$ cat config.mk
export PLATFORM = sky130hd
export DESIGN_NAME = srecord_s3_char_decoder_core_flat
export DESIGN_NICKNAME = d
export VERILOG_FILES = /design/src/rtl/srs3_pkg.sv /design/src/rtl/srs3_if.sv /design/src/rtl/srs3_char_step.sv /design/src/rtl/srecord_s3_char_decoder_core.sv /design/src/flat_wrapper.sv
export SDC_FILE = /design/constraint.sdc
export NUM_CORES = 1
export LEC_CHECK = 0
export BUFFER_PORTS_ARGS = -buffer_cell sky130_fd_sc_hd__buf_2
export CAP_MARGIN = 20
export CELL_PAD_IN_SITES_DETAIL_PLACEMENT = 0
export CELL_PAD_IN_SITES_GLOBAL_PLACEMENT = 1
export CORE_MARGIN = 3
export CORE_UTILIZATION = 50
export DETAILED_ROUTE_END_ITERATION = 7
export PLACE_DENSITY = 0.89
export SLEW_MARGIN = 40
export SYNTH_ARGS = -nofsm -noshare
export SYNTH_HDL_FRONTEND = slang
export SYNTH_SLANG_ARGS = --single-unit
$ cat constraint.sdc
create_clock -name clock -period 6.7 [get_ports clock]
set_input_delay 0.335 -clock clock [delete_from_list [all_inputs] [get_ports clock]]
set_output_delay 0.335 -clock clock [all_outputs]
set_load 0.01 [all_outputs]
$ cat src/rtl/srs3_pkg.sv
// ----------------------------------------------------------------------------
// srs3_pkg
// Types, codes and helpers shared by the S3 record character decoder.
// ----------------------------------------------------------------------------
`default_nettype none

package srs3_pkg;

   // parse phase of the current line
   typedef enum logic [2:0] {
      PH_START = 3'd0,
      PH_TYPE  = 3'd1,
      PH_COUNT = 3'd2,
      PH_ADDR  = 3'd3,
      PH_DATA  = 3'd4,
      PH_CHECK = 3'd5,
      PH_SKIP  = 3'd6,
      PH_SPARE = 3'd7
   } phase_type;

   // result codes
   typedef enum logic [1:0] {
      KIND_DATA   = 2'd0,
      KIND_COMMIT = 2'd1,
      KIND_CSERR  = 2'd2,
      KIND_HEXERR = 2'd3
   } kind_type;

   localparam logic [7:0] CHAR_S     = 8'h53;
   localparam logic [7:0] CHAR_LF    = 8'h0A;
   localparam logic [7:0] CHAR_THREE = 8'h33;
   localparam logic [7:0] CHAR_ZERO  = 8'h30;
   localparam logic [7:0] CHAR_NINE  = 8'h39;
   localparam logic [3:0] TYPE_NONE  = 4'hF;
   localparam logic [3:0] ADDR_CHARS = 4'd8;
   localparam logic [7:0] COUNT_OVH  = 8'd5;

   // decoder state
   typedef struct packed {
      phase_type  phase;
      logic [3:0] record_type;
      logic [7:0] count_value;
      logic [3:0] field_char_index;
      logic [7:0] data_left;
      logic [3:0] high_nibble;
      logic [7:0] sum_acc;
      logic       halted;
   } state_type;

   // one result beat from the step logic
   typedef struct packed {
      logic       valid;
      kind_type   kind;
      logic [7:0] data_byte;
   } result_type;

   // decoded hex digit
   typedef struct packed {
      logic       ok;
      logic [3:0] value;
   } hex_type;

   function automatic hex_type hex_decode(input logic [7:0] c);
      hex_type h;
      h.ok    = 1'b1;
      h.value = 4'd0;
      if (c >= 8'h30 && c <= 8'h39) begin
         h.value = c[3:0];
      end else if ((c >= 8'h41 && c <= 8'h46) || (c >= 8'h61 && c <= 8'h66)) begin
         // letters A-F / a-f: low three bits 1..6 map to 10..15
         h.value = {1'b0, c[2:0]} + 4'd9;
      end else begin
         h.ok = 1'b0;
      end
      return h;
   endfunction

endpackage

`default_nettype wire

$ cat src/rtl/srs3_if.sv
// ----------------------------------------------------------------------------
// srs3 channel interfaces
// Valid/ready channels for text characters in and decoded results out.
// ----------------------------------------------------------------------------
`default_nettype none

interface srs3_req_if;
   logic       valid;
   logic       ready;
   logic [7:0] text_char;

   modport source (output valid, output text_char, input ready);
   modport sink   (input valid, input text_char, output ready);
endinterface

interface srs3_rsp_if;
   logic       valid;
   logic       ready;
   logic [1:0] kind;
   logic [7:0] data_byte;

   modport source (output valid, output kind, output data_byte, input ready);
   modport sink   (input valid, input kind, input data_byte, output ready);
endinterface

`default_nettype wire

$ cat src/rtl/srs3_char_step.sv
// ----------------------------------------------------------------------------
// srs3_char_step
// Next-state and result logic for one text character.
// ----------------------------------------------------------------------------
`default_nettype none

module srs3_char_step (
   input  srs3_pkg::state_type  state_cur,
   input  logic [7:0]           text_char,
   output srs3_pkg::state_type  state_nxt,
   output srs3_pkg::result_type result
);

   srs3_pkg::hex_type hex;
   logic [7:0]        byte_val;
   logic [3:0]        idx_inc;

   assign hex      = srs3_pkg::hex_decode(text_char);
   assign byte_val = {state_cur.high_nibble, hex.value};
   assign idx_inc  = state_cur.field_char_index + 4'd1;

   always_comb begin
      state_nxt = state_cur;
      result    = '{valid: 1'b0, kind: srs3_pkg::KIND_DATA, data_byte: 8'd0};

      if (!state_cur.halted) begin
         case (state_cur.phase)
            // line must start with S
            srs3_pkg::PH_START: begin
               if (text_char == srs3_pkg::CHAR_S) begin
                  state_nxt.phase = srs3_pkg::PH_TYPE;
               end else if (text_char != srs3_pkg::CHAR_LF) begin
                  state_nxt.phase = srs3_pkg::PH_SKIP;
               end
            end

            // record type digit
            srs3_pkg::PH_TYPE: begin
               if (text_char == srs3_pkg::CHAR_LF) begin
                  state_nxt.phase = srs3_pkg::PH_START;
               end else begin
                  if (text_char >= srs3_pkg::CHAR_ZERO && text_char <= srs3_pkg::CHAR_NINE) begin
                     state_nxt.record_type = text_char[3:0];
                  end else begin
                     state_nxt.record_type = srs3_pkg::TYPE_NONE;
                  end
                  if (text_char == srs3_pkg::CHAR_THREE) begin
                     state_nxt.phase            = srs3_pkg::PH_COUNT;
                     state_nxt.field_char_index = 4'd0;
                     state_nxt.sum_acc          = 8'd0;
                     state_nxt.count_value      = 8'd0;
                     state_nxt.data_left        = 8'd0;
                     state_nxt.high_nibble      = 4'd0;
                  end else begin
                     state_nxt.phase = srs3_pkg::PH_SKIP;
                  end
               end
            end

            // hex fields of an S3 line
            srs3_pkg::PH_COUNT, srs3_pkg::PH_ADDR,
            srs3_pkg::PH_DATA, srs3_pkg::PH_CHECK: begin
               if (!hex.ok) begin
                  state_nxt.halted = 1'b1;
                  result.valid     = 1'b1;
                  result.kind      = srs3_pkg::KIND_HEXERR;
               end else if (!state_cur.field_char_index[0]) begin
                  // first digit of a byte
                  state_nxt.high_nibble      = hex.value;
                  state_nxt.field_char_index = idx_inc;
               end else begin
                  state_nxt.field_char_index = idx_inc;
                  case (state_cur.phase)
                     srs3_pkg::PH_COUNT: begin
                        state_nxt.count_value      = byte_val;
                        state_nxt.sum_acc          = state_cur.sum_acc + byte_val;
                        state_nxt.data_left        = (byte_val > srs3_pkg::COUNT_OVH) ?
                                                     byte_val - srs3_pkg::COUNT_OVH : 8'd0;
                        state_nxt.field_char_index = 4'd0;
                        state_nxt.phase            = srs3_pkg::PH_ADDR;
                     end
                     srs3_pkg::PH_ADDR: begin
                        state_nxt.sum_acc = state_cur.sum_acc + byte_val;
                        if (idx_inc >= srs3_pkg::ADDR_CHARS) begin
                           state_nxt.field_char_index = 4'd0;
                           state_nxt.phase = (state_cur.data_left != 8'd0) ?
                                             srs3_pkg::PH_DATA : srs3_pkg::PH_CHECK;
                        end
                     end
                     srs3_pkg::PH_DATA: begin
                        state_nxt.sum_acc          = state_cur.sum_acc + byte_val;
                        state_nxt.field_char_index = 4'd0;
                        state_nxt.data_left        = state_cur.data_left - 8'd1;
                        if (state_cur.data_left == 8'd1) begin
                           state_nxt.phase = srs3_pkg::PH_CHECK;
                        end
                        result.valid     = 1'b1;
                        result.kind      = srs3_pkg::KIND_DATA;
                        result.data_byte = byte_val;
                     end
                     default: begin
                        // checksum byte
                        state_nxt.field_char_index = 4'd0;
                        result.valid = 1'b1;
                        if (~state_cur.sum_acc == byte_val) begin
                           state_nxt.phase = srs3_pkg::PH_SKIP;
                           result.kind     = srs3_pkg::KIND_COMMIT;
                        end else begin
                           state_nxt.halted = 1'b1;
                           result.kind      = srs3_pkg::KIND_CSERR;
                        end
                     end
                  endcase
               end
            end

            // skip to newline
            default: begin
               if (text_char == srs3_pkg::CHAR_LF) begin
                  state_nxt.phase = srs3_pkg::PH_START;
               end
            end
         endcase
      end
   end

endmodule

`default_nettype wire

$ cat src/rtl/srecord_s3_char_decoder_core.sv
// A character goes from the input register through the step logic to the
// result register. Throughput: one character per cycle while the result
// register has room; the state update is a single pass of the step logic.
// Reset (synchronous, active high) returns the parser to line start, clears
// the halt flag and empties both register stages.
// ----------------------------------------------------------------------------
// srecord_s3_char_decoder_core
// S3 record text decoder: emits data bytes, commit and error results.
// ----------------------------------------------------------------------------
`default_nettype none

module srecord_s3_char_decoder_core (
   input  wire             clock,
   input  wire             reset,
   srs3_req_if.sink        req_bus,
   srs3_rsp_if.source      rsp_bus
);

   logic [7:0]           char_ff;
   logic                 char_vld_ff;
   srs3_pkg::state_type  state_ff;
   srs3_pkg::state_type  state_in;
   srs3_pkg::result_type step_res;
   logic                 rsp_valid_ff;
   srs3_pkg::kind_type   rsp_kind_ff;
   logic [7:0]           rsp_data_ff;
   logic                 advance;
   logic                 out_free;

   srs3_char_step u_step (
      .state_cur (state_ff),
      .text_char (char_ff),
      .state_nxt (state_in),
      .result    (step_res)
   );

   // input beat moves on when its result (if any) has room
   assign out_free      = !rsp_valid_ff || rsp_bus.ready;
   assign advance       = char_vld_ff && (out_free || !step_res.valid);
   assign req_bus.ready = !char_vld_ff || advance;

   // input register
   always_ff @(posedge clock) begin
      if (reset) begin
         char_vld_ff <= 1'b0;
      end else if (req_bus.ready) begin
         char_vld_ff <= req_bus.valid;
      end
      if (req_bus.ready && req_bus.valid) begin
         char_ff <= req_bus.text_char;
      end
   end

   // parser state
   always_ff @(posedge clock) begin
      if (reset) begin
         state_ff <= '{phase: srs3_pkg::PH_START, default: '0};
      end else if (advance) begin
         state_ff <= state_in;
      end
   end

   // result register
   always_ff @(posedge clock) begin
      if (reset) begin
         rsp_valid_ff <= 1'b0;
      end else if (advance && step_res.valid) begin
         rsp_valid_ff <= 1'b1;
      end else if (rsp_bus.ready) begin
         rsp_valid_ff <= 1'b0;
      end
      if (advance && step_res.valid) begin
         rsp_kind_ff <= step_res.kind;
         rsp_data_ff <= step_res.data_byte;
      end
   end

   assign rsp_bus.valid     = rsp_valid_ff;
   assign rsp_bus.kind      = rsp_kind_ff;
   assign rsp_bus.data_byte = rsp_data_ff;

endmodule

`default_nettype wire

$ cat src/flat_wrapper.sv
// flat-port wrapper written by rule: the top's interface ports become plain ports
module srecord_s3_char_decoder_core_flat 
  (clock, reset, req_bus_valid, req_bus_text_char, req_bus_ready, rsp_bus_valid, rsp_bus_kind, rsp_bus_data_byte, rsp_bus_ready);
  srs3_req_if req_bus_i ();
  srs3_rsp_if rsp_bus_i ();
  input  wire clock;
  input  wire reset;
  input wire logic [$bits(req_bus_i.valid)-1:0] req_bus_valid;
  input wire logic [$bits(req_bus_i.text_char)-1:0] req_bus_text_char;
  output wire logic [$bits(req_bus_i.ready)-1:0] req_bus_ready;
  output wire logic [$bits(rsp_bus_i.valid)-1:0] rsp_bus_valid;
  output wire logic [$bits(rsp_bus_i.kind)-1:0] rsp_bus_kind;
  output wire logic [$bits(rsp_bus_i.data_byte)-1:0] rsp_bus_data_byte;
  input wire logic [$bits(rsp_bus_i.ready)-1:0] rsp_bus_ready;
  assign req_bus_i.valid = req_bus_valid;
  assign req_bus_i.text_char = req_bus_text_char;
  assign req_bus_ready = req_bus_i.ready;
  assign rsp_bus_valid = rsp_bus_i.valid;
  assign rsp_bus_kind = rsp_bus_i.kind;
  assign rsp_bus_data_byte = rsp_bus_i.data_byte;
  assign rsp_bus_i.ready = rsp_bus_ready;
  srecord_s3_char_decoder_core u_core (.clock(clock), .reset(reset), .req_bus(req_bus_i), .rsp_bus(rsp_bus_i));
endmodule
==> results of run 1 <==
-- power groups by stage --
stage	combinational (µW)	clock [µW]	sequential, µW
global route	120	227	337
CTS	107	217	334
detailed placement	106	0	340
global placement	106	0	340
finish	108	214	334
floorplan	85.3	0	332
-- cell type report --
| cell class | instances | area (µm²) | area share (%) |
|---|---|---|---|
| Multi-Input combinational cell | 267 | 1780 | 53.8 |
| Sequential cell | 48 | 1140 | 34.4 |
| Timing Repair Buffer | 24 | 120 | 3.62 |
| Tap cell | 72 | 90.1 | 2.72 |
| Clock buffer | 5 | 68.8 | 2.08 |
| Inverter | 18 | 67.6 | 2.04 |
| Clock inverter | 3 | 42.5 | 1.28 |
-- per-stage QoR --
step / std cells / area [µm²]
2_1_floorplan: 348 / 3070
3_3_place_gp: 428 / 3200
3_5_place_dp: 428 / 3200
4_1_cts: 436 / 3310
5_1_grt: 437 / 3310
6_report: 437 / 3310
-- worst paths after layout --
path	end	cells past startpoint	slack (ns)
min	u_core.char_ff[4]	1	0.20
max reg2reg	u_core.state_ff[8]	14	2.75
max	u_core.state_ff[8]	14	2.75
min reg2reg	u_core.state_ff[24]	1	0.49
-- flip-flops by register name, summed over array words and instances, names as in the netlist --
signal / count
u_core.state_ff: 28
u_core.char_ff: 8
u_core.rsp_bus.data_byte: 8
u_core.rsp_bus.kind: 2
u_core.char_vld_ff: 1
u_core.rsp_bus.valid: 1
-- synthesized netlist by cell type, types with 3 or more instances --
cell	count
nor4_1	6
nand2_1	23
ha_1	16
inv_1	17
and2_1	6
edfxtp_1	18
o21ai_0	12
a21oi_1	30
nor2b_1	4
nand4_1	4
a22oi_1	4
nor3_1	14
o21bai_1	7
a21o_1	6
nor2_1	38
buf_2	5
xnor2_1	7
xor2_1	6
o211ai_1	3
a31oi_1	5
clkbuf_1	6
o22ai_1	4
nand3_1	8
mux2i_1	3
nor3b_1	4
nand2b_1	3
dfxtp_1	30
nor4b_1	4
-- worst max-delay path: cells and delay by family, from the launching register on --
family | cells | cell delay (ns)
AOI/OAI and AO/OA | 6 | 1.64
adders and majority gates | 2 | 0.58
DFF | 1 | 0.48
xor gates and xnor gates | 1 | 0.09
buffers and inverters | 1 | 0.11
and+or+nand+nor | 4 | 0.97
-- cell families (layout without fill, tap and decap cells) --
group                    Yosys count  count (layout)
AND/OR/NAND/NOR                  136             136
buffers and inverters             33              50
AO/OA/AOI/OAI                     96              96
multiplexers                       4               4
XOR/XNOR                          14              14
flip-flops                        48              48
adder cells (fa/ha/maj)           17              17
-- layout by cell type, fill, tap and decap left out, types with 3 or more instances in the layout --
master	netlist	final
nor2_1	38	37
a21oi_1	30	30
dfxtp_1	30	30
buf_2	5	24
nand2_1	23	23
edfxtp_1	18	18
inv_1	17	17
ha_1	16	16
nor3_1	14	14
o21ai_0	12	12
nand3_1	8	8
o21bai_1	7	7
xnor2_1	7	7
a21o_1	6	6
and2_1	6	6
nor4_1	6	6
xor2_1	6	6
a31oi_1	5	5
clkbuf_8	0	5
nor2b_1	4	4
nor4b_1	4	4
nor3b_1	4	4
nand4_1	4	4
a22oi_1	4	4
o22ai_1	4	4
mux2i_1	3	3
nand2b_1	3	3
o211ai_1	3	3
-- layer usage --
metal  vias to the layer above  global-route usage (%)
li1                       1314                       -
met1                      1281                    29.5
met2                        88                    33.6
met3                        11                    3.63
met4                         0                    6.47
met5                         -                       0
==> impl_metrics.ini, run 1 <==
[worst_hold_path]
hold_path_class = in -> reg
hp-start = req_bus_text_char[4]

[synthesis]
ys_seq_area_share_pct = 37.2
synth_seq_cells = 48
synth_compound_area_share_pct = 20.8
synth_flop_cell = dfxtp_1
syn_nets = 377
netlist.area_leader.share_pct = 19.6
synth-simple-area-share_pct = 24.5
yosysWarnings = 0
synthXorXnorAreaFrac_pct = 4.24
synth_adder_area_share_pct = 7.18
syn-instance-count = 348
synth_mux_area_share_pct = 1.35
synth_top_area_cell = dfxtp_1
synth_edf_count = 18
synth_area_per_cell_um2 = 8.82
ys_async_sr_fraction_pct = 0
yosys-top-cells-area = dfxtp_1, edfxtp_1, ha_1
synth_top_family_by_area = simple AND/OR/NAND/NOR gates
ys_types = 72
synth_area_um2 = 3070

[timing]
clock.fmax_mhz = 253
fin_crit_ns = 3.95
setup_tns_ns = 0
tightest_slew_ns = 0.866
worst_slack_ns = 2.75
slew_viol_final = 0
hold_viol = 0
finalCritPeriodShare_pct = 59.0
slew_headroom_pct = 42.0
finClkSkew_ns = 0.0112
setup_viol = 0
rsz0062_at_grt = no
hold_slack_ns = 0.202

[worst_setup_path]
crit_chain = inv_1 -> ha_1 -> nor4b_4 -> nand2_2 -> a221oi_2 -> nor2_1 -> ha_1 -> a21o_1 -> a221oi_1 -> o21bai_1 -> a21oi_1 -> xor2_1 -> or4_1 -> a31oi_1
crit_path_start = u_core.char_ff[1]
cp_slowest_cell = a221oi_2
start_kind = register
cp_common_cell = ha_1
required_ns = 6.93
critPathKind = reg -> reg
crit_path_end_kind = register
crit_path_max_fanout = 8
rr_startpoint = u_core.char_ff[1]
slowest_delay_ns = 0.58
crit_arrival_ns = 4.18

[cells_and_area]
fin_nets = 393
area_growth_syn_to_layout_pct = 8.03
antenna_cells = 0
fillers = 517
fin_util_pct = 58.1
layout-drive-gt1-share_pct = 14.5

[power_and_ir_drop]
ir_drop_v = 0.000113
sw_frac_of_total_pct = 29.1
cellPowerDensity_nw_per_um2 = 198
seqPwrFrac_pct = 50.9
internal_power_uw = 465
p_total_uw = 656
p_comb_share_pct = 16.5
power.switching_uw = 191
p_leak_uw = 0.00125
clkPwrFrac_pct = 32.6

[placed_design]
preCtsSetupSlack_ns = 2.79
io_buffers = 23
dp_hpwl_um = 5410
gp_congestion = 0.853

[grt]
grt_start_max_net_pins = 29
overflow = 0
grt_pass1_wl_um = 12400
track_usage_pct = 21.1
grt_pass1_vias = 2588
antenna_found_initial = 0

[status]
status = finished, final reports clean

[route]
viasPerCell = 6.16
antenna_left = 0
drt_pre_antenna_iters = 4
via_count = 2694
routed_wl_um = 7310
drc = 0
wl_met2_um = 3430
wl_per_cell_um = 16.7
drtIter0Drc = 253
routed.top_layer = met4
wl_met1_um = 3380
dr_wl_met3_um = 390

[clocking]
clock_latency_ns = 0.31
cts_tree = done
clkTransAtPathRegs_ns = 0.09
cts_resized = 0
cts_buffers = 5
ctsHoldBuffers = 0
clkSinkCount = 48
clockBufferDepth = 2
htreeDepth = 2
cts-root-buf = clkbuf_8
cts_setup_buffers = 0

[floorplanning]
die_h_um = 84.3
num_rows = 27
pin_count = 24
start_util_pct = 53.7
die-area_um2 = 7110
core_um2 = 5710
fp.dieW_um = 84.3

[run]
drv_cap = 0
(Power assumes the default switching activity.)
==> inputs of run 2 (changes only) <==
--- a/config.mk
+++ b/config.mk
@@ -5,14 +5,15 @@
 export SDC_FILE = /design/constraint.sdc
 export NUM_CORES = 1
 export LEC_CHECK = 0
+export ABC_AREA = 1
 export BUFFER_PORTS_ARGS = -buffer_cell sky130_fd_sc_hd__buf_2
 export CAP_MARGIN = 20
 export CELL_PAD_IN_SITES_DETAIL_PLACEMENT = 0
 export CELL_PAD_IN_SITES_GLOBAL_PLACEMENT = 1
 export CORE_MARGIN = 3
-export CORE_UTILIZATION = 50
+export CORE_UTILIZATION = 44
 export DETAILED_ROUTE_END_ITERATION = 7
-export PLACE_DENSITY = 0.89
+export PLACE_DENSITY = 0.83
 export SLEW_MARGIN = 40
 export SYNTH_ARGS = -nofsm -noshare
 export SYNTH_HDL_FRONTEND = slang
==> constraint.sdc (replaced) <==
create_clock -name clock -period 3.9 [get_ports clock]
set_input_delay 0.195 -clock clock [delete_from_list [all_inputs] [get_ports clock]]
set_output_delay 0.195 -clock clock [all_outputs]
set_load 0.01 [all_outputs]
==> impl_metrics.ini, run 2 <==
[placed_design]
dp_hpwl_um = 6070
io_buffers = 23
gp_congestion = 0.921

[clocking]
cts_resized = 0
clkSinkCount = 48
ctsHoldBuffers = 0
clockBufferDepth = 2
clock_latency_ns = 0.31
cts-root-buf = clkbuf_8
cts_buffers = 5
htreeDepth = 2
clkTransAtPathRegs_ns = 0.09
cts_setup_buffers = 0
cts_tree = done

[worst_setup_path]
crit_chain = inv_1 -> ha_1 -> nand3_1 -> nand2_1 -> inv_1 -> nor2_1 -> nor2_2 -> nand2_2 -> inv_1 -> nor2_1 -> ha_1 -> inv_1 -> fa_1 -> o21ai_0 -> or2_2 -> nand3_1 -> nand2_1 -> o21ai_0 -> nor2_1
start_kind = register
r2r_slack_ns = 0.62
cp_slowest_cell = fa_1
crit_path_end_kind = register
reg2reg_depth = 19
cp_common_cell = inv_1
crit_path_max_fanout = 6
crit_arrival_ns = 3.53
slowest_delay_ns = 0.48
rr_startpoint = u_core.char_ff[0]
critPathKind = reg -> reg
crit_family = simple AND/OR/NAND/NOR gates
required_ns = 4.15
worst-path-buf-inv = 4
r2r_end = u_core.state_ff[5]

[synthesis]
synth_mux_area_share_pct = 0
netlist.area_leader.share_pct = 18.9
synth_top_family_by_area = simple AND/OR/NAND/NOR gates
synth-simple-area-share_pct = 32.3
ys_seq_area_share_pct = 35.9
synth_edf_count = 18
yosysWarnings = 0
synth_area_per_cell_um2 = 7.17
syn-instance-count = 443
synth_area_um2 = 3170
synth_seq_cells = 48
post-synth-top-count-cell = nand2_1
synth_adder_area_share_pct = 6.94
synthXorXnorAreaFrac_pct = 0.828
synth_commonest_cells = nand2_1, nor2_1, inv_1
ys_types = 39
synth_top_area_cell = dfxtp_1
yosys-top-cells-area = dfxtp_1, edfxtp_1, nand2_1
synth_compound_area_share_pct = 15.5
ys_async_sr_fraction_pct = 0
syn_nets = 472
synth_flop_cell = dfxtp_1

[worst_hold_path]
min_to = u_core.char_ff[3]
hold_path_class = in -> reg
whs_path_depth = 1
hp-start = req_bus_text_char[3]

[floorplanning]
core_um2 = 6910
die-area_um2 = 8270
num_rows = 30
fp.dieW_um = 90.9
pin_count = 24
start_util_pct = 46.0
die_h_um = 90.9

[route]
routed_wl_um = 7840
drc = 0
wl_per_cell_um = 13.8
antenna_left = 0
drtIter0Drc = 172
viasPerCell = 5.13
via_count = 2903
drt_pre_antenna_iters = 4

[timing]
hold_viol = 0
finalCritPeriodShare_pct = 84.0
rsz0062_at_grt = no
fin_crit_ns = 3.28
tightest_slew_ns = 0.576
finClkSkew_ns = 0.0122
clock.fmax_mhz = 305
slew_viol_final = 0
setup_tns_ns = 0
hold_slack_ns = 0.0565
setup_viol = 0
slew_headroom_pct = 61.6

[grt]
grt_pass1_wl_um = 13000
antenna_found_initial = 0
overflow = 0
grt_start_max_net_pins = 17
grt_pass1_vias = 2679
track_usage_pct = 19.6

[cells_and_area]
most-common-layout-cells = nand2_1, nor2_1, inv_1, nand3_1
largest_reg_flops = 28
layout-drive-gt1-share_pct = 13.4
antenna_cells = 0
top_register = u_core.state_ff
area_growth_syn_to_layout_pct = 9.70
fin_nets = 498
mostFrequentLayoutCell = nand2_1

[power_and_ir_drop]
ir_drop_v = 0.000140
cellPowerDensity_nw_per_um2 = 386
p_leak_uw = 0.00151

[status]
status = finished, final reports clean

[run]
drv_cap = 0
-- run 2: area by class of cell --
cell class	count	area (µm²)
repair buffers	24	123
clock inverters	1	7.51
multi-input cells	326	1760
clock buffers	7	86.3
inverters	64	240
well taps	96	120
flip-flops and latches	48	1140
fillers	749	3420
-- run 2: worst max-delay path by stage --
stage                                  from                 end  slack (ns)  depth (start not counted)
after floorplan           u_core.char_ff[0]  u_core.state_ff[5]        1.15                         19
after global placement    u_core.char_ff[0]  u_core.state_ff[5]        0.68                         19
final                     u_core.char_ff[0]  u_core.state_ff[5]        0.62                         19
after global routing      u_core.char_ff[0]  u_core.state_ff[5]        0.30                         19
after detailed placement  u_core.char_ff[0]  u_core.state_ff[5]        0.64                         19
after CTS                 u_core.char_ff[0]  u_core.state_ff[5]        0.61                         19
-- run 2: report_power, final --
| part | total, µW | leakage, µW | switching [µW] | internal (µW) |
|---|---|---|---|---|
| clock | 319 | 0.0000445 | 175 | 145 |
| sequential | 593 | 0.000405 | 32.8 | 561 |
| combinational | 432 | 0.00106 | 294 | 137 |
| total | 1340 | 0.00151 | 502 | 842 |
-- run 2: metal layers --
layer	up-vias	track usage, %	wire (µm)
li1	1520	-	-
met4	0	5.03	102
met3	8	3.73	256
met5	-	0	0
met2	49	32.1	3680
met1	1326	26.5	3800
-- run 2: cells by family (layout without fill, tap and decap cells) --
kind of cell | after synthesis | after routing
buffers and inverters | 69 | 96
and+or+nand+nor | 226 | 226
adders and majority gates | 17 | 17
DFF | 48 | 48
xor gates and xnor gates | 3 | 3
AOI/OAI and AO/OA | 80 | 80
-- run 2: metrics by stage --
| step | instances | setup WS, ns | instance area [µm²] | utilization [%] | power, µW |
|---|---|---|---|---|---|
| floorplan | 443 | 1.15 | 3170 | - | 932 |
| global placement | 558 | 0.681 | 3390 | 49.1 | 1030 |
| detailed placement | 558 | 0.638 | 3390 | 49.1 | 1040 |
| CTS | 566 | 0.608 | 3480 | 50.4 | 1360 |
| global route | 566 | 0.301 | 3480 | 50.4 | 1450 |
| finish | 566 | 0.622 | 3480 | 50.4 | 1340 |
-- run 2: worst register-to-register path: stages, from the launching register on --
cell and delay (ns):
edfxtp_1 0.45, inv_1 0.17, ha_1 0.21, nand3_1 0.08, nand2_1 0.07, inv_1 0.04
nor2_1 0.12, nor2_2 0.06, nand2_2 0.14, inv_1 0.08, nor2_1 0.29, ha_1 0.24
inv_1 0.06, fa_1 0.48, o21ai_0 0.27, or2_2 0.16, nand3_1 0.07, nand2_1 0.08
o21ai_0 0.07, nor2_1 0.09
